<file path="config.mk">
export PLATFORM = sky130hd
export DESIGN_NAME = password_policy_checker_top
export DESIGN_NICKNAME = d
export VERILOG_FILES = /design/src/sv/ppc_pkg.sv /design/src/sv/ppc_front.sv /design/src/sv/ppc_queue.sv /design/src/sv/ppc_back.sv /design/src/sv/password_policy_checker_top.sv
export VERILOG_INCLUDE_DIRS = /design/src /design/src/sv
export SDC_FILE = /design/constraint.sdc
export NUM_CORES = 1
export LEC_CHECK = 0
export ABC_AREA = 1
export BUFFER_PORTS_ARGS = -buffer_cell sky130_fd_sc_hd__buf_2
export CAP_MARGIN = 30
export CORE_MARGIN = 4
export CORE_UTILIZATION = 40
export CTS_CLUSTER_DIAMETER = 80
export DETAILED_ROUTE_END_ITERATION = 8
export GPL_TIMING_DRIVEN = 0
export PLACE_DENSITY = 0.66
export RECOVER_POWER = 100
export SETUP_SLACK_MARGIN = 0.2
export SYNTH_ARGS = -nofsm -noshare
export SYNTH_HDL_FRONTEND = slang
export SYNTH_SLANG_ARGS = --single-unit
</file>
<file path="constraint.sdc">
create_clock -name clk -period 8.9 [get_ports clk]
set_input_delay 0 -clock clk [delete_from_list [all_inputs] [get_ports clk]]
set_output_delay 0 -clock clk [all_outputs]
set_load 0.005 [all_outputs]
</file>
<file path="src/sv/password_policy_checker_top_defines.svh">
// Assertion macros shared by the password policy checker RTL.
// Included by the top level; expects clk and arst_n in scope.
`ifndef PASSWORD_POLICY_CHECKER_TOP_DEFINES_SVH
`define PASSWORD_POLICY_CHECKER_TOP_DEFINES_SVH

// Same-cycle implication, disabled while reset is asserted
`define PPC_ASSERT_NOW(label, ante, cons, msg) \
	label: assert property (@(posedge clk) disable iff (!arst_n) (ante) |-> (cons)) \
		else $error(msg);

// Next-cycle implication, disabled while reset is asserted
`define PPC_ASSERT_NEXT(label, ante, cons, msg) \
	label: assert property (@(posedge clk) disable iff (!arst_n) (ante) |=> (cons)) \
		else $error(msg);

`endif

</file>
<file path="src/sv/ppc_pkg.sv">
// Shared types, constants and the character classifier of the password policy checker.
// No dependencies.
package ppc_pkg;

	// Default saturation point of the length counter and default queue depth
	localparam int unsigned MaxLengthDefault  = 255;
	localparam int unsigned QueueDepthDefault = 2;

	// Character class bits
	localparam logic [3:0] ClassLower   = 4'b0001;
	localparam logic [3:0] ClassUpper   = 4'b0010;
	localparam logic [3:0] ClassDigit   = 4'b0100;
	localparam logic [3:0] ClassSpecial = 4'b1000;
	localparam logic [3:0] ClassAlnum   = ClassLower | ClassUpper | ClassDigit;

	// Configuration register indexes
	typedef enum logic [2:0] {
		CfgMinLength   = 3'd0,
		CfgMaxLength   = 3'd1,
		CfgClassCount  = 3'd2,
		CfgRequireMask = 3'd3,
		CfgForbidMask  = 3'd4,
		CfgMaxRepeat   = 3'd5,
		CfgMaxSequence = 3'd6
	} ppc_cfg_idx_t;

	// Policy registers as seen by the back end
	typedef struct packed {
		logic [7:0] min_length;
		logic [7:0] max_length;
		logic [2:0] class_count;
		logic [3:0] require_mask;
		logic [3:0] forbid_mask;
		logic [7:0] max_repeat;
		logic [7:0] max_sequence;
	} ppc_cfg_t;

	// One classified byte travelling through the queue
	typedef struct packed {
		logic [7:0] char_code;
		logic [3:0] classes;
		logic       last_char;
	} ppc_item_t;

	// Class of one byte; zero for anything outside the four classes
	function automatic logic [3:0] class_of(input logic [7:0] c);
		logic [3:0] cls;
		cls = '0;
		if (c >= 8'h61 && c <= 8'h7A) begin
			cls = ClassLower;
		end else if (c >= 8'h41 && c <= 8'h5A) begin
			cls = ClassUpper;
		end else if (c >= 8'h30 && c <= 8'h39) begin
			cls = ClassDigit;
		end else begin
			// ! @ # $ % ^ & * ( ) and full stop
			unique case (c)
				8'h21, 8'h40, 8'h23, 8'h24, 8'h25, 8'h5E,
				8'h26, 8'h2A, 8'h28, 8'h29, 8'h2E: cls = ClassSpecial;
				default:                            cls = '0;
			endcase
		end
		return cls;
	endfunction

endpackage

</file>
<file path="src/sv/ppc_front.sv">
// Front end: takes bytes from the input channel and classifies them into queue items.
// Depends on ppc_pkg.
module ppc_front import ppc_pkg::*; (
	input  logic       byte_valid,
	output logic       byte_stall,
	input  logic [7:0] char_code,
	input  logic       last_char,
	input  logic       q_full,
	output logic       push,
	output ppc_item_t  push_item
);

	// Hold the sender off only when there is no room in the queue
	assign byte_stall = q_full;
	assign push       = byte_valid && !q_full;

	// Classify on the way in so the back end sees class bits directly
	always_comb begin
		push_item.char_code = char_code;
		push_item.classes   = class_of(char_code);
		push_item.last_char = last_char;
	end

endmodule

</file>
<file path="src/sv/ppc_queue.sv">
// Short FIFO of classified bytes between front and back end.
// Depends on ppc_pkg.
module ppc_queue import ppc_pkg::*; #(
	parameter int unsigned DEPTH = QueueDepthDefault
) (
	input  logic      clk,
	input  logic      arst_n,
	input  logic      push,
	input  ppc_item_t push_item,
	input  logic      pop,
	output logic      q_valid,
	output logic      q_full,
	output ppc_item_t q_item
);

	localparam int unsigned PW = (DEPTH > 1) ? $clog2(DEPTH) : 1;
	localparam int unsigned CW = $clog2(DEPTH + 1);

	ppc_item_t       store_q [DEPTH];
	logic [PW-1:0]   wr_ptr_q;
	logic [PW-1:0]   rd_ptr_q;
	logic [CW-1:0]   count_q;

	assign q_valid = (count_q != '0);
	assign q_full  = (count_q == CW'(DEPTH));
	assign q_item  = store_q[rd_ptr_q];

	// Entry storage
	always_ff @(posedge clk) begin
		if (push) begin
			store_q[wr_ptr_q] <= push_item;
		end
	end

	// Pointers and fill count
	always_ff @(posedge clk or negedge arst_n) begin
		if (!arst_n) begin
			wr_ptr_q <= '0;
			rd_ptr_q <= '0;
			count_q  <= '0;
		end else begin
			if (push) begin
				wr_ptr_q <= (wr_ptr_q == PW'(DEPTH - 1)) ? '0 : wr_ptr_q + 1'b1;
			end
			if (pop) begin
				rd_ptr_q <= (rd_ptr_q == PW'(DEPTH - 1)) ? '0 : rd_ptr_q + 1'b1;
			end
			if (push && !pop) begin
				count_q <= count_q + 1'b1;
			end else if (pop && !push) begin
				count_q <= count_q - 1'b1;
			end
		end
	end

endmodule

</file>
<file path="src/sv/ppc_back.sv">
// Back end: per-password tracking state, rule evaluation and the result register.
// Depends on ppc_pkg.
module ppc_back import ppc_pkg::*; #(
	parameter int unsigned MAX_LENGTH = MaxLengthDefault
) (
	input  logic      clk,
	input  logic      arst_n,
	input  ppc_cfg_t  cfg,
	input  logic      q_valid,
	input  ppc_item_t q_item,
	output logic      pop,
	output logic      result_valid,
	input  logic      result_stall,
	output logic      accepted
);

	localparam int unsigned LW = $clog2(MAX_LENGTH + 1);
	localparam int unsigned KW = (LW > 8) ? LW : 8;

	logic [LW-1:0] length_q;
	logic [3:0]    seen_q;
	logic [7:0]    prev_q;
	logic          prev_alnum_q;
	logic [7:0]    repeat_q;
	logic [7:0]    sequence_q;
	logic          broken_q;
	logic          mid_word_q;
	logic          result_valid_q;
	logic          accepted_q;

	logic [LW-1:0] length_d;
	logic [3:0]    seen_d;
	logic [7:0]    repeat_d;
	logic [7:0]    sequence_d;
	logic          broken_d;
	logic [8:0]    rep_inc;
	logic [8:0]    seq_inc;
	logic [2:0]    n_classes;
	logic          ok;

	// A last byte needs the result register free or draining this cycle
	assign pop = q_valid && (!q_item.last_char || !result_valid_q || !result_stall);

	// Next tracking state for the byte at the head of the queue
	always_comb begin
		rep_inc    = {1'b0, repeat_q} + 9'd1;
		seq_inc    = {1'b0, sequence_q} + 9'd1;
		length_d   = LW'(1);
		repeat_d   = 8'd1;
		sequence_d = 8'd1;
		broken_d   = 1'b0;
		seen_d     = q_item.classes;
		if (mid_word_q) begin
			length_d   = (length_q < LW'(MAX_LENGTH)) ? length_q + 1'b1 : length_q;
			broken_d   = broken_q;
			seen_d     = seen_q | q_item.classes;
			sequence_d = sequence_q;
			// repeat run
			if (q_item.char_code == prev_q) begin
				repeat_d = rep_inc[8] ? 8'd255 : rep_inc[7:0];
				if (cfg.max_repeat != '0 && rep_inc > {1'b0, cfg.max_repeat}) begin
					broken_d = 1'b1;
				end
			end
			// ascending run, only after an alphanumeric byte
			if (prev_alnum_q) begin
				if ({1'b0, q_item.char_code} == {1'b0, prev_q} + 9'd1) begin
					sequence_d = seq_inc[8] ? 8'd255 : seq_inc[7:0];
					if (cfg.max_sequence != '0 && seq_inc > {1'b0, cfg.max_sequence}) begin
						broken_d = 1'b1;
					end
				end else begin
					sequence_d = 8'd1;
				end
			end
		end
	end

	// Verdict on the password that ends with this byte
	always_comb begin
		n_classes = {2'b0, seen_d[0]} + {2'b0, seen_d[1]}
		          + {2'b0, seen_d[2]} + {2'b0, seen_d[3]};
		ok = !broken_d;
		if (cfg.min_length != '0 && KW'(length_d) < KW'(cfg.min_length)) ok = 1'b0;
		if (cfg.max_length != '0 && KW'(length_d) > KW'(cfg.max_length)) ok = 1'b0;
		if (cfg.class_count != '0 && n_classes < cfg.class_count) ok = 1'b0;
		if ((seen_d & cfg.require_mask) != cfg.require_mask) ok = 1'b0;
		if ((seen_d & cfg.forbid_mask) != '0) ok = 1'b0;
	end

	// Tracking state; the first byte of a password overwrites all of it
	always_ff @(posedge clk or negedge arst_n) begin
		if (!arst_n) begin
			length_q     <= '0;
			seen_q       <= '0;
			prev_q       <= '0;
			prev_alnum_q <= 1'b0;
			repeat_q     <= 8'd1;
			sequence_q   <= 8'd1;
			broken_q     <= 1'b0;
			mid_word_q   <= 1'b0;
		end else if (pop) begin
			length_q     <= length_d;
			seen_q       <= seen_d;
			prev_q       <= q_item.char_code;
			prev_alnum_q <= (q_item.classes & ClassAlnum) != '0;
			repeat_q     <= repeat_d;
			sequence_q   <= sequence_d;
			broken_q     <= broken_d;
			mid_word_q   <= !q_item.last_char;
		end
	end

	// Result register
	always_ff @(posedge clk or negedge arst_n) begin
		if (!arst_n) begin
			result_valid_q <= 1'b0;
		end else if (pop && q_item.last_char) begin
			result_valid_q <= 1'b1;
		end else if (!result_stall) begin
			result_valid_q <= 1'b0;
		end
	end

	always_ff @(posedge clk) begin
		if (pop && q_item.last_char) begin
			accepted_q <= ok;
		end
	end

	assign result_valid = result_valid_q;
	assign accepted     = accepted_q;

endmodule

</file>
<file path="src/sv/password_policy_checker_top.sv">
// Password policy checker: top level with the policy registers and assertions.
// Depends on ppc_pkg, ppc_front, ppc_queue, ppc_back and the shared defines header.
//
// Usage:
//   Bytes of a password arrive on byte_valid/byte_stall with char_code and
//   last_char; last_char marks the final byte. One result (accepted) per
//   password leaves on result_valid/result_stall.
//   Policy registers are written over cfg_valid/cfg_ready with cfg_index and
//   cfg_data; cfg_ready is always high. The user must write them only while no
//   password is in flight; the block does not enforce this. Throughput: one
//   byte per cycle while byte_stall stays low. Each byte updates a handful of
//   counters and flags in the back end. The queue takes the last byte on the
//   edge that accepts it; the back end pops it once the result register is free
//   or draining and loads the verdict there, which raises result_valid.
//   When the receiver stalls, the result holds in its register; bytes of the
//   next password keep flowing until a second last byte reaches the head of
//   the queue, after which the queue fills and byte_stall rises.
//   Reset clears all policy registers (every rule off), empties the queue and
//   drops any partial password.
`include "password_policy_checker_top_defines.svh"

module password_policy_checker_top import ppc_pkg::*; #(
	parameter int unsigned MAX_LENGTH  = MaxLengthDefault,
	parameter int unsigned QUEUE_DEPTH = QueueDepthDefault
) (
	input  logic       clk,
	input  logic       arst_n,
	input  logic       byte_valid,
	output logic       byte_stall,
	input  logic [7:0] char_code,
	input  logic       last_char,
	output logic       result_valid,
	input  logic       result_stall,
	output logic       accepted,
	input  logic       cfg_valid,
	output logic       cfg_ready,
	input  logic [2:0] cfg_index,
	input  logic [7:0] cfg_data
);

	ppc_cfg_t  cfg_q;
	logic      push;
	ppc_item_t push_item;
	logic      pop;
	logic      q_valid;
	logic      q_full;
	ppc_item_t q_item;

	assign cfg_ready = 1'b1;

	// Policy registers
	always_ff @(posedge clk or negedge arst_n) begin
		if (!arst_n) begin
			cfg_q <= '0;
		end else if (cfg_valid && cfg_ready) begin
			unique case (ppc_cfg_idx_t'(cfg_index))
				CfgMinLength:   cfg_q.min_length   <= cfg_data;
				CfgMaxLength:   cfg_q.max_length   <= cfg_data;
				CfgClassCount:  cfg_q.class_count  <= cfg_data[2:0];
				CfgRequireMask: cfg_q.require_mask <= cfg_data[3:0];
				CfgForbidMask:  cfg_q.forbid_mask  <= cfg_data[3:0];
				CfgMaxRepeat:   cfg_q.max_repeat   <= cfg_data;
				CfgMaxSequence: cfg_q.max_sequence <= cfg_data;
				default: ;
			endcase
		end
	end

	ppc_front u_front (
		.byte_valid (byte_valid),
		.byte_stall (byte_stall),
		.char_code  (char_code),
		.last_char  (last_char),
		.q_full     (q_full),
		.push       (push),
		.push_item  (push_item)
	);

	ppc_queue #(
		.DEPTH (QUEUE_DEPTH)
	) u_queue (
		.clk       (clk),
		.arst_n    (arst_n),
		.push      (push),
		.push_item (push_item),
		.pop       (pop),
		.q_valid   (q_valid),
		.q_full    (q_full),
		.q_item    (q_item)
	);

	ppc_back #(
		.MAX_LENGTH (MAX_LENGTH)
	) u_back (
		.clk          (clk),
		.arst_n       (arst_n),
		.cfg          (cfg_q),
		.q_valid      (q_valid),
		.q_item       (q_item),
		.pop          (pop),
		.result_valid (result_valid),
		.result_stall (result_stall),
		.accepted     (accepted)
	);

	// A result only ever follows a last byte leaving the queue
	`PPC_ASSERT_NOW(a_result_from_last, $rose(result_valid), $past(pop && q_item.last_char), "result without a last byte")

	// The back end never takes from an empty queue
	`PPC_ASSERT_NOW(a_pop_not_empty, pop, q_valid, "pop from empty queue")

	// A last byte is never taken while a stalled result still occupies the register
	`PPC_ASSERT_NOW(a_no_overwrite, result_valid && result_stall && q_valid && q_item.last_char, !pop, "result overwritten while stalled")

	// A stalled result carries into the next cycle
	`PPC_ASSERT_NEXT(a_result_held, result_valid && result_stall, result_valid, "stalled result dropped")

endmodule

</file>
# Word level (Yosys, flattened, before mapping)
# Memories as Yosys holds them, arrays and structs flattened.
# Index checks and enable logic that the tools add are counted.
[totals]
output_inout_bits = 4
elab_cells = 140
n_memories = 1
regBits = 88
rom_bits = 0
in_bits = 25
ram_bits = 26
latchBits = 0
[classes]
n_addsub = 11
shifts = 0
n_mul = 0
eq_ne = 23
n_lt_le_gt_ge = 12
n_reduce_logical = 42
muxes = 28
n_bitwise = 3
div_mod_pow = 0
[memory_table]
columns = ["memory", "words", "word_bits", "read_ports", "rd_clocked_by_memory_dff", "wr", "line_no", "text"]
rows = [
  ["u_queue.store_q", 2, 13, 1, 0, 1, "ppc_queue.sv:19", "ppc_item_t store_q [DEPTH];"],
]
[op_table]
columns = ["cell", "count"]
rows = [
  ["8-bit by 6-bit == test with 1-bit output (second input constant)", 9],
  ["8-bit 2-to-1 mux", 9],
  ["8-bit nonzero test", 4],
  ["8-bit by 1-bit adder with 9-bit output (second input constant)", 3],
  ["4-bit 2-to-1 mux", 5],
  ["9-bit by 8-bit greater-than comparator with 1-bit output", 2],
  ["8-bit by 7-bit == test with 1-bit output (second input constant)", 2],
  ["8-bit by 7-bit greater-or-equal comparator with 1-bit output (second input constant)", 2],
  ["8-bit by 7-bit <= comparator with 1-bit output (second input constant)", 2],
  ["2-bit AND reduction", 8],
  ["1-bit logical AND", 13],
  ["1-bit 2-to-1 mux", 12],
  ["11-bit OR reduction", 1],
  ["3-bit == test (second input constant)", 3],
  ["8-bit by 9-bit == test with 1-bit output", 1],
  ["8-bit by 1-bit adder with 8-bit output (second input constant)", 1],
  ["4-bit AND", 2],
  ["8-bit == test", 1],
  ["8-bit by 6-bit greater-or-equal comparator with 1-bit output (second input constant)", 1],
  ["8-bit greater-than comparator", 1],
  ["8-bit by 6-bit <= comparator with 1-bit output (second input constant)", 1],
  ["8-bit less-than comparator", 1],
  ["8-bit less-than comparator (second input constant)", 1],
  ["4-bit nonzero test", 2],
  ["other kinds (19)", 32],
]

# Logic depth before layout (Yosys ltp)
# Gate-level depths: netlist (run 1).
[logic_depth]
ltp_word = 10
depth_mapped = 19
ltp_nobuf = 19

# Hierarchy
# From an unflattened synthesis (run 1), not the netlist that was laid out.
[hier_totals]
hier_cells = 849
hier_area_um2 = 6779.0
[by_module_without_submodules]
columns = ["module", "area_per_inst_um2", "seq_area_each_um2", "cells_per_inst", "n_inst"]
rows = [
  ["ppc_back", 3613.5, 1033.5, 527, 1],
  ["password_policy_checker_top", 1742.9, 1076.0, 199, 1],
  ["ppc_queue", 1144.8, 880.8, 65, 1],
  ["ppc_front", 277.8, 0.0, 58, 1],
]

# Worst setup path after synthesis (run 1)
# Ideal clock, no wire load.
[synth_timing]
path_type = "reg2reg"
startpoint = "register u_queue.rd_ptr_q"
endpoint = "register u_back.accepted_q (netlist: u_back.accepted), data pin"
setup_time_ns = 0.254
path_stages_with_launch = 17
synth_period_minus_slack_ns = 2.845
path_buffers = 1
arrival_time_ns = 2.591
t_required_ns = 8.646
slack_ns = 6.055
path_cell_list = "dfrtp_1 > buf_6 > or2_2 > o21ai_1 > o21ai_2 > ha_1 > inv_1 > fa_1 > inv_1 > ha_1 > ha_1 > nand3_1 > o311ai_0 > nand2_1 > nor2_1 > nand2_1 > nor2_1"
[synth_via]
elab_chain_len = 9
elab_cells_between_ends = 21
cone_classes = "add/sub (3); order compare (1); eq/ne (3); mux (6); bitwise (3); reduce/logical (4); memory (1)"
[synth_rtl]
columns = ["element", "line_no", "text"]
rows = [
  ["start: declaration", "ppc_queue.sv:21", "logic [PW-1:0] rd_ptr_q;"],
  ["start signal: assignment", "ppc_queue.sv:46", "rd_ptr_q <= (rd_ptr_q == PW'(DEPTH - 1)) ? '0 : rd_ptr_q + 1'b1;"],
  ["memory 2 x 13 bit *", "--", ""],
  ["4-bit OR", "ppc_back.sv:56", "seen_d = seen_q | q_item.classes;"],
  ["4-bit 2-to-1 mux *", "ppc_back.sv:53", "if (mid_word_q) begin"],
  ["named net u_back.seen_d[1]", "ppc_back.sv:32", "logic [3:0] seen_d;"],
  ["1-bit by 1-bit adder with 2-bit output", "ppc_back.sv:81", "n_classes = {2'b0, seen_d[0]} + {2'b0, seen_d[1]}"],
  ["3-bit by 1-bit adder with 3-bit output (2 in series)", "ppc_back.sv:82", "+ {2'b0, seen_d[2]} + {2'b0, seen_d[3]};"],
  ["3-bit less-than comparator", "ppc_back.sv:86", "if (cfg.class_count != '0 && n_classes < cfg.class_count) ok = 1'b0;"],
  ["1-bit logical AND", "ppc_back.sv:86", ""],
  ["5-bit OR reduction (no source line) *", "--", ""],
  ["end signal: assignment", "ppc_back.sv:127", "accepted_q <= ok;"],
  ["end: declaration", "ppc_back.sv:29", "logic accepted_q;"],
]
# The timed path passes the listed nets; every way through them passes the cells marked *.
# A chain may end at the register's enable or synchronous reset.

==> results.ini, run 1 <==
[run_status]
status=finished with violations
violations=max-capacitance violations, max-slew violations

[setup_path]
crit_slowest_cell=clkbuf_1
arrival_ns=4.04
timing.critical_path.cells=dlygate4sd3_1 > clkbuf_1 > clkbuf_1
critPathMostFrequentCell=clkbuf_1
slowest_delay_ns=2.49
r2r_slack_ns=4.72
crit_fanout=64
worstSetupEndpointType=asynchronous set/reset pin
crit_type=in2async
start_kind=input port
required_ns=8.64

[power_and_ir_drop]
p_per_area_mw_per_mm2=286.4
p_leak_nw=3.779
seq_power_share_pct=34.0
pwr-share-comb_pct=38.3
power.internal_mw=1.319
max-vdd-ir-drop_mv=0.1940
sw_frac_of_total_pct=40.62
switchingPower_mw=0.9021
pwr-share-clk_pct=27.7

[logic_synthesis]
yosys-top-cells-count=nand2_1 (219), inv_1 (126), dfrtp_1 (85)
synth-edff-count=27
yosysTopAreaCell=dfrtp_1
synth-seq-area-share_pct=44.54
synth_flop_cell=dfrtp_1
ys_types=52
synth_top_area_share_pct=31.68
syn-num-nets=906
avgSynthCellArea_um2=7.993
ys_top_cells_by_area=dfrtp_1 (32%), nand2_1 (12%), edfxtp_1 (12%), ha_1 (7.5%), inv_1 (7.0%)
yosysWarnings=0
synth-seq-cells=114
synth_most_common_cell=nand2_1
synth_cells=840
ys_async_sr_fraction_pct=76.32
syn_area_mm2=0.006714

[timing]
fin_ws_ns=4.603
tightestPinTransition_ns=3.441
hold_viol_final=0
fin_skew_ns=0.009035
setup_violations=0
setup_tns_ns=0
layout_min_cycle_time_ns=4.297
rsz0062_at_grt=false
fmax_mhz=232.7
slew_violations=65
period_share_pct=48.28
relSlewSlack_pct=-129.4

[clock_network]
cts_resized=0
cts_sinks=114
clk_pin_slew_ns=0.06
cts_setup_buffers=0
clk_path_buf_depth=2
numCtsBuffers=17
htreeDepth=4
cts_tree=yes
hold_buffers=17
ctsRootBufferMaster=clkbuf_16
clk_latency_ns=0.42

[layout]
insertedDiodeCount=0
syn2layout_area_growth_pct=15.49
drive_gt1_share_pct=9.032
fin_nets=972

[route]
drtPass1Iterations=5
vias=5621
drc=0
antenna_left=0
vias_per_cell=4.935
drt-total-wl_um=15360
wl_per_cell_um=13.49
first_iter_violations=254

[global_routing]
grt_pass1_wl_um=26440
grt_usage_pct=17.82
antenna_found_initial=0
grt.overflow.total=0
grt_pass1_vias=5504
grt_max_degree=65

[place]
post-place-ws_ns=5.702
dp_hpwl_um=11350
place.port_buffers=27
gp_congestion=0.8189

[flow_run]
drv_cap=1

[die]
die-area_mm2=0.01892
fp-row-count=47
die_h_um=137.6
core_mm2=0.01652
initial_core_util_pct=40.63
io_pins=29
die_w_um=137.6

[hold_path]
hold_class=in2reg

[state kept, by name, summed over array words and instances (netlist names)]
name	count
cfg_q	43
u_queue.store_q	26
u_back.length_q	8
u_back.prev_q	8
u_back.repeat_q	8
u_back.sequence_q	8
u_back.seen_q	4
u_queue.count_q	2
u_back.accepted	1
u_back.broken_q	1
u_back.mid_word_q	1
u_back.prev_alnum_q	1
u_back.result_valid	1
u_queue.rd_ptr_q	1
u_queue.wr_ptr_q	1
[cells in the final DEF (no fill, tap or decap), types with 2 or more instances in the layout]
cell	synthesis	final
nand3_2	2	2
dfrtp_1	85	85
nand3_1	51	52
dfstp_2	2	2
nor2_2	4	4
clkinv_2	0	3
o22ai_1	11	12
o21ai_2	6	5
inv_6	1	3
dlygate4sd3_1	0	17
a21oi_1	24	25
nor3_1	7	7
ha_1	40	40
clkbuf_16	0	17
nor4_1	9	9
clkbuf_1	7	27
o21ai_0	81	82
xnor2_1	3	3
xor2_1	11	11
clkinv_4	0	3
buf_2	3	14
nor2_1	62	62
o21ai_1	2	2
nand3b_1	2	2
nand4_1	6	7
a31oi_1	4	4
or2_1	2	2
inv_2	5	4
nand2_1	219	219
buf_6	3	2
clkinvlp_4	0	5
a21o_1	3	3
inv_1	126	127
edfxtp_1	27	27
nand2_2	10	10
[path summary, 6_finish.rpt]
check	start	endpoint	cells past startpoint
worst max-delay path	arst_n	u_queue.wr_ptr_q$_DFFE_PN0P_	3
worst min-delay path	cfg_data[0]	cfg_q[20]$_DFFE_PN0P_	3
worst max register to register	u_queue.rd_ptr_q$_DFFE_PN0P_	u_back.accepted$_SDFFCE_PP0P_	17
worst min register to register	u_back.broken_q$_DFFE_PN0P_	u_back.broken_q$_DFFE_PN0P_	2
max in group clk	u_queue.rd_ptr_q$_DFFE_PN0P_	u_back.accepted$_SDFFCE_PP0P_	17
min in group asynchronous	arst_n	u_back.sequence_q[5]$_DFFE_PN0P_	2
[through the flow]
step | util [%] | hold WS, ns | power, mW | std cells | area (um^2)
floorplan | - | -0.2956 | 1.405 | 840 | 6714
detailed placement | 43.43 | -0.06762 | 1.651 | 1090 | 7177
CTS | 47.69 | 0.003556 | 2.282 | 1139 | 7881
global placement | 43.11 | 0.1987 | 1.621 | 1087 | 7124
finish | 46.92 | 0.01669 | 2.221 | 1139 | 7754
global route | 46.92 | 0.02278 | 2.418 | 1139 | 7754
[routing by layer]
metal | global-route usage [%] | vias up | part of all wire [%]
met5 | 0 | - | 0
met4 | 5.543 | 0 | 1.6
met3 | 4.383 | 14 | 3.7
met2 | 28.52 | 99 | 47
met1 | 23.85 | 2625 | 47
li1 | - | 2883 | -
[layout make-up]
cell class | count | area [um^2]
timing repair buffer | 47 | 300.3
buffer | 16 | 91.34
fill | 1606 | 8771
tap | 220 | 275.3
inverter | 132 | 496.7
sequential | 114 | 2990
clock inverter | 15 | 108.9
clock buffer | 17 | 425.4
multi-input combinational | 578 | 3065
[cell families after synthesis]
group | Yosys count | synth area share, %
adders and majority gates | 41 | 7.753
other | 1 | 0.05585
buffers and inverters | 148 | 9.206
AOI/OAI and AO/OA | 143 | 12.30
xor gates and xnor gates | 14 | 1.826
DFF | 114 | 44.54
and+or+nand+nor | 379 | 24.32
[power groups by stage]
stage	combinational, mW	clock (mW)	sequential (mW)
after global placement	0.860	0	0.761
after floorplan	0.667	0	0.738
after CTS	0.900	0.627	0.756
after detailed placement	0.888	0	0.763
after global routing	0.995	0.652	0.771
final	0.851	0.614	0.756
[critical path: cells and delay by family]
family	cells	cell delay, ns
buf+inv	3	3.96
Power figures use the tool's default switching activity.
==> run 2, diff against run 1 <==
--- a/config.mk
+++ b/config.mk
@@ -14,7 +14,7 @@
 export CTS_CLUSTER_DIAMETER = 80
 export DETAILED_ROUTE_END_ITERATION = 8
 export GPL_TIMING_DRIVEN = 0
-export PLACE_DENSITY = 0.66
+export PLACE_DENSITY = 0.68
 export RECOVER_POWER = 100
 export SETUP_SLACK_MARGIN = 0.2
 export SYNTH_ARGS = -nofsm -noshare
==> constraint.sdc (replaced) <==
create_clock -name clk -period 3.88 [get_ports clk]
set_input_delay 0 -clock clk [delete_from_list [all_inputs] [get_ports clk]]
set_output_delay 0 -clock clk [all_outputs]
set_load 0.005 [all_outputs]
==> run 2 against run 1 <==
  * The flow still finishes with violations (max-capacitance violations, max-slew violations)
  * Critical path type is now reg2reg
  * Critical path depth grew 14
  * Final area grew 0.97%
  * Clock power grew to 2.6 times the previous value
  * Wire length shrank 1.0%
  * Total power grew 140%
  * Die area is the same
  * Sequential cell count is the same
  * First-iteration DRC count grew 2.8%
  * Register-to-register slack lost 4.3 ns
  * Critical endpoint is now u_back.accepted$_SDFFCE_PP0P_
  * Largest cell class unchanged
  * Final cell count shrank 0.26%
  * Non-clock buffer count shrank 3
  * Setup slack lost 4.2 ns
==> results.ini, run 2 (synthesis gave the netlist of run 1 again) <==
[run_status]
status=finished with violations
violations=max-capacitance violations, max-slew violations

[die]
io_pins=29  ; unchanged
die_w_um=137.6  ; unchanged
die_h_um=137.6  ; unchanged
die-area_mm2=0.01892  ; unchanged
fp-row-count=47  ; unchanged
core_mm2=0.01652  ; unchanged
initial_core_util_pct=40.63  ; unchanged

[clock_network]
cts_resized=0  ; unchanged
cts_sinks=114  ; unchanged
clk_path_buf_depth=2  ; unchanged
htreeDepth=4  ; unchanged
numCtsBuffers=17  ; unchanged
clk_latency_ns=0.41  ; about the same
cts_tree=yes
clk_pin_slew_ns=0.05  ; about the same
ctsRootBufferMaster=clkbuf_16

[route]
drc=0  ; unchanged
wl_per_cell_um=13.38  ; -0.77%
vias=5516  ; -1.9%
antenna_left=0  ; unchanged
drtPass1Iterations=5  ; unchanged
drt-total-wl_um=15200  ; -1.0%
vias_per_cell=4.856  ; -1.6%
first_iter_violations=261  ; +2.8%

[layout]
reg_top3=cfg_q x43, u_queue.store_q x26
fin_cells=1136  ; -0.26%
mostFrequentLayoutCells=nand2_1 (219), inv_1 (127), dfrtp_1 (85)
top_register=cfg_q
insertedDiodeCount=0  ; unchanged
fin_nets=969  ; -0.31%
fin_area_mm2=0.007829  ; +0.97%
final_util_pct=47.38  ; +0.45 points
largest_register_ffs=43  ; unchanged
drive_gt1_share_pct=9.061  ; +0.030 points
syn2layout_area_growth_pct=16.60
mostFrequentLayoutCell=nand2_1

[timing]
setup_violations=0  ; unchanged
setup_tns_ns=0  ; unchanged
hold_slack_ns=0.007199  ; -0.009489 ns
relSlewSlack_pct=-39.24  ; +90 points
hold_viol_final=0  ; unchanged
period_share_pct=88.81
fin_skew_ns=0.006723  ; -0.002312 ns
fmax_mhz=290.2
tightestPinTransition_ns=2.089  ; -1.352 ns
rsz0062_at_grt=false
slew_violations=39  ; -40%
fin_ws_ns=0.4340  ; -4.169 ns
layout_min_cycle_time_ns=3.446

[place]
place_area_mm2=0.007169  ; -0.10%
post-place-ws_ns=0.6088  ; -5.093 ns
dp_hpwl_um=11310  ; -0.34%
gp_congestion=0.8117  ; -0.88%
place.port_buffers=27  ; unchanged
dp_cells=1090  ; unchanged

[power_and_ir_drop]
pwr-share-clk_pct=30.2  ; +2.5 points
seq_power_share_pct=32.4  ; -1.6 points
pwr-share-comb_pct=37.4  ; -0.9 points
sw_frac_of_total_pct=38.27  ; -2.4 points
power.internal_mw=3.283  ; +150%
post-layout-total-power_mw=5.319  ; +140%
p_per_area_mw_per_mm2=679.4  ; +140%
p_leak_nw=3.825  ; +1.2%
max-vdd-ir-drop_mv=0.5259  ; +170%
switchingPower_mw=2.036  ; +130%

[global_routing]
grt_usage_pct=17.24  ; -0.58 points
grt_max_degree=51  ; -22%
grt.overflow.total=0  ; unchanged
antenna_found_initial=1  ; +1
grt_pass1_wl_um=25450  ; -3.7%
grt_pass1_vias=5376  ; -2.3%

[setup_path]
start_kind=flip-flop
required_ns=4.16  ; -4.48 ns
worstSetupEndpointType=flip-flop
crit_type=reg2reg
arrival_ns=3.72  ; -0.32 ns
crit_fanout=10  ; -84%

[hold_path]
hold_class=in2reg

[flow_run]
drv_cap=1  ; unchanged

==> run 2: worst paths after layout <==
kind	startpoint	endpoint	slack, ns	depth (start not counted)
max reg2reg	u_queue.rd_ptr_q$_DFFE_PN0P_	u_back.accepted$_SDFFCE_PP0P_	0.43	17
min reg2reg	u_back.seen_q[3]$_DFFE_PN0P_	u_back.seen_q[3]$_DFFE_PN0P_	0.48	2
min	cfg_data[3]	cfg_q[3]$_DFFE_PN0P_	0.007	3
max	u_queue.rd_ptr_q$_DFFE_PN0P_	u_back.accepted$_SDFFCE_PP0P_	0.43	17
max in group asynchronous	arst_n	u_back.sequence_q[3]$_DFFE_PN0P_	1.00	3
min in group asynchronous	arst_n	cfg_q[21]$_DFFE_PN0P_	0.73	2
==> run 2: final cells by class <==
type / instances / area (um^2)
Timing Repair Buffer: 44 / 270.3
Inverter: 132 / 500.5
Buffer: 16 / 115.1
Tap cell: 220 / 275.3
Multi-Input combinational cell: 578 / 3065
Fill cell: 1585 / 8696
Clock inverter: 13 / 157.7
Sequential cell: 114 / 2990
Clock buffer: 19 / 454.2
==> run 2: what timing repair did <==
item                                   4_1_cts  5_1_grt
setup buffers                                0        0
hold buffers                                14        0
endpoints found under the hold margin       71        0
==> run 2: critical path, cell delays in order, from the launching register on <==
cell and delay [ns]:
dfrtp_1 0.34, buf_6 0.16, inv_6 0.06, buf_12 0.15, o21ai_0 0.44, o21ai_2 0.20, ha_1 0.33, inv_1 0.05
fa_1 0.38, inv_1 0.06, ha_1 0.23, ha_1 0.28, nand3_1 0.07, o311ai_0 0.10, nand2_1 0.10, nor2_1 0.14
nand2_1 0.11, nor2_1 0.11
==> run 2: power groups by stage <==
stage	logic [mW]	clock network, mW	registers, mW
after floorplan	1.53	0	1.69
after global placement	1.97	0	1.74
after detailed placement	2.03	0	1.74
after CTS	2.06	1.62	1.72
after global routing	2.31	1.68	1.77
final	1.99	1.60	1.73
==> run 2: routing by layer <==
| layer | vias up | routed length [um] | share of wire [%] | GRT usage (%) |
|---|---|---|---|---|
| met5 | - | 13 | 0.086 | 0 |
| met4 | 2 | 216 | 1.4 | 5.155 |
| met3 | 19 | 562 | 3.7 | 4.018 |
| met2 | 91 | 7166 | 47 | 28.42 |
| met1 | 2534 | 7244 | 48 | 22.60 |
| li1 | 2870 | - | - | - |
==> run 3, diff against run 2 <==
--- a/config.mk
+++ b/config.mk
@@ -14,7 +14,6 @@
 export CTS_CLUSTER_DIAMETER = 80
 export DETAILED_ROUTE_END_ITERATION = 8
 export GPL_TIMING_DRIVEN = 0
-export PLACE_DENSITY = 0.68
 export RECOVER_POWER = 100
 export SETUP_SLACK_MARGIN = 0.2
 export SYNTH_ARGS = -nofsm -noshare
==> run 3 against run 2 <==
  * The flow still finishes with violations (max-capacitance violations, max-slew violations)
  * Via count rose by 0.20%
  * Setup slack improved by 0.047 ns
  * Clock-buffer cell count rose by 1
  * First-iteration DRC count fell by 4.6%
  * Sequential power barely moved
  * Total power rose by 1.1%
  * Combinational power barely moved
  * Critical path depth did not move
  * Clock power rose by 4%
  * Global-route usage rose by 0.86 points
  * Sequential share of layout area fell by 0.19 points
  * Critical path type unchanged
  * Critical endpoint unchanged
==> results.ini, run 3 (synthesis gave the netlist of run 1 again) <==
[run_status]
status=finished with violations
violations=max-capacitance violations, max-slew violations

[setup_path]
worstSetupEndpointType=flip-flop
crit_type=reg2reg
start_kind=flip-flop
crit_slowest_cell=o21ai_0
critPathMostFrequentCell=ha_1
required_ns=4.16  ; about the same
timing.critical_path.cells=buf_6 > inv_6 > buf_12 > o21ai_0 > o21ai_2 > ha_1 > inv_1 > fa_1 > inv_1 > ha_1 > ha_1 > nand3_1 > o311ai_0 > nand2_1 > nor2_1 > nand2_1 > nor2_1
arrival_ns=3.68  ; -0.04 ns
r2r_slack_ns=0.48  ; +0.05 ns
slowest_delay_ns=0.42  ; -0.02 ns
timing.rr.end=u_back.accepted$_SDFFCE_PP0P_
reg2reg_from=u_queue.rd_ptr_q$_DFFE_PN0P_
r2r_cells=17  ; unchanged
crit_fanout=10  ; unchanged

[die]
die_h_um=137.6  ; unchanged
core_mm2=0.01652  ; unchanged
die_w_um=137.6  ; unchanged
die-area_mm2=0.01892  ; unchanged
io_pins=29  ; unchanged
fp-row-count=47  ; unchanged
initial_core_util_pct=40.63  ; unchanged

[timing]
hold_viol_final=0  ; unchanged
relSlewSlack_pct=-6.689  ; +33 points
fin_skew_ns=0.005673  ; -0.001049 ns
period_share_pct=87.60  ; -1.2 points
fmax_mhz=294.2  ; +1.4%
setup_tns_ns=0  ; unchanged
rsz0062_at_grt=false
layout_min_cycle_time_ns=3.399  ; -0.04703 ns
setup_violations=0  ; unchanged
tightestPinTransition_ns=1.600  ; -0.4882 ns
slew_violations=90  ; +130%

[route]
vias_per_cell=4.857  ; about the same
first_iter_violations=249  ; -4.6%
drc=0  ; unchanged
wl_per_cell_um=13.75  ; +2.7%
met3_length_um=514  ; -8.5%
drtPass1Iterations=4  ; -1
antenna_left=0  ; unchanged
drt-total-wl_um=15650  ; +2.9%
highest_layer=met4
route.met2.wl_um=7267  ; +1.4%
met1_length_um=7567  ; +4.5%
vias=5527  ; +0.20%

[clock_network]
clk_pin_slew_ns=0.06  ; about the same
clk_latency_ns=0.42  ; about the same
ctsRootBufferMaster=clkbuf_16
numCtsBuffers=17  ; unchanged
htreeDepth=4  ; unchanged
cts_sinks=114  ; unchanged
cts_tree=yes
cts_resized=0  ; unchanged
cts_setup_buffers=0  ; unchanged
clk_path_buf_depth=2  ; unchanged
hold_buffers=16  ; +2

[place]
dp_cells=1090  ; unchanged
place.port_buffers=27  ; unchanged
dp_hpwl_um=11380  ; +0.66%
gp_congestion=0.8160  ; +0.53%

[power_and_ir_drop]
p_per_area_mw_per_mm2=683.7  ; +0.63%
p_leak_nw=3.851  ; +0.67%
max-vdd-ir-drop_mv=0.4484  ; -15%

[global_routing]
grt_max_degree=60  ; +18%
antenna_found_initial=0  ; -1
grt_pass1_vias=5400  ; +0.45%
grt_usage_pct=18.10  ; +0.86 points
grt.overflow.total=0  ; unchanged
grt_pass1_wl_um=26520  ; +4.2%

[layout]
multi_input_area_mm2=0.003065  ; unchanged
top_register=cfg_q
fillCellCount=1607  ; +1.4%
syn2layout_area_growth_pct=17.18
insertedDiodeCount=0  ; unchanged
largest_register_ffs=43  ; unchanged
reg_top3=cfg_q x43, u_queue.store_q x26
fin_cells=1138  ; +0.18%
mostFrequentLayoutCells=nand2_1 (219), inv_1 (127), dfrtp_1 (85)
drive_gt1_share_pct=9.041  ; -0.020 points
fin_nets=971  ; +0.21%
seqCellArea_mm2=0.002990  ; unchanged
mostFrequentLayoutCell=nand2_1

[hold_path]
hold_start=cfg_data[2]
worstHoldEndpoint=cfg_q[29]$_DFFE_PN0P_
hold_class=in2reg
hold_depth=3  ; unchanged

[flow_run]
drv_cap=2  ; +1

run 3: how the worst max path moves through the flow:
stage                                 start                             to  slack, ns  depth (start not counted)
4_1_cts        u_queue.rd_ptr_q$_DFFE_PN0P_  u_back.accepted$_SDFFCE_PP0P_       0.63                         17
6_report       u_queue.rd_ptr_q$_DFFE_PN0P_  u_back.accepted$_SDFFCE_PP0P_       0.48                         17
2_1_floorplan  u_queue.rd_ptr_q$_DFFE_PN0P_  u_back.accepted$_SDFFCE_PP0P_       1.04                         16
3_3_place_gp   u_queue.rd_ptr_q$_DFFE_PN0P_  u_back.accepted$_SDFFCE_PP0P_       0.67                         17
3_5_place_dp   u_queue.rd_ptr_q$_DFFE_PN0P_  u_back.accepted$_SDFFCE_PP0P_       0.65                         17
5_1_grt        u_queue.rd_ptr_q$_DFFE_PN0P_  u_back.accepted$_SDFFCE_PP0P_       0.25                         17
run 3: area by class of cell:
type / instances / share of cell area, %
timing repair buffer: 46 / 3.705
sequential: 114 / 38.01
multi-input combinational: 578 / 38.96
inverter: 132 / 6.361
clock buffer: 20 / 6.091
tap: 220 / 3.499
buffer: 16 / 1.463
clock inverter: 12 / 1.908
run 3: power breakdown:
group          leakage [nW]  internal (mW)  switching [mW]
sequential             1.35           1.53           0.198
clock                 0.306           1.08           0.574
combinational          2.19          0.713            1.28
total                  3.85           3.33            2.05
run 3: worst max-delay path: cells and delay by family, from the launching register on:
kind / cells / cell delay (ns)
AND/OR/NAND/NOR: 5 / 0.51
buffers and inverters: 5 / 0.49
flip-flops: 1 / 0.34
AO/OA/AOI/OAI: 3 / 0.71
adder cells (fa/ha/maj): 4 / 1.20
run 3: stage by stage:
stage	hold WS (ns)	utilization [%]	area [um^2]	total power, mW	worst slack, ns
detailed placement	-0.03403	43.41	7173	3.796	0.6471
finish	0.01723	47.61	7868	5.379	0.4811
global placement	0.1965	43.11	7124	3.743	0.6651
CTS	0.005424	48.19	7963	5.491	0.6331
floorplan	-0.2956	-	6714	3.223	1.035
global route	0.03748	47.61	7868	5.837	0.2463
run 3: layer usage:
metal / up-vias / GRT usage [%]
li1: 2878 / -
met4: 0 / 7.317
met5: - / 0
met1: 2536 / 24.40
met3: 22 / 3.579
met2: 91 / 28.61
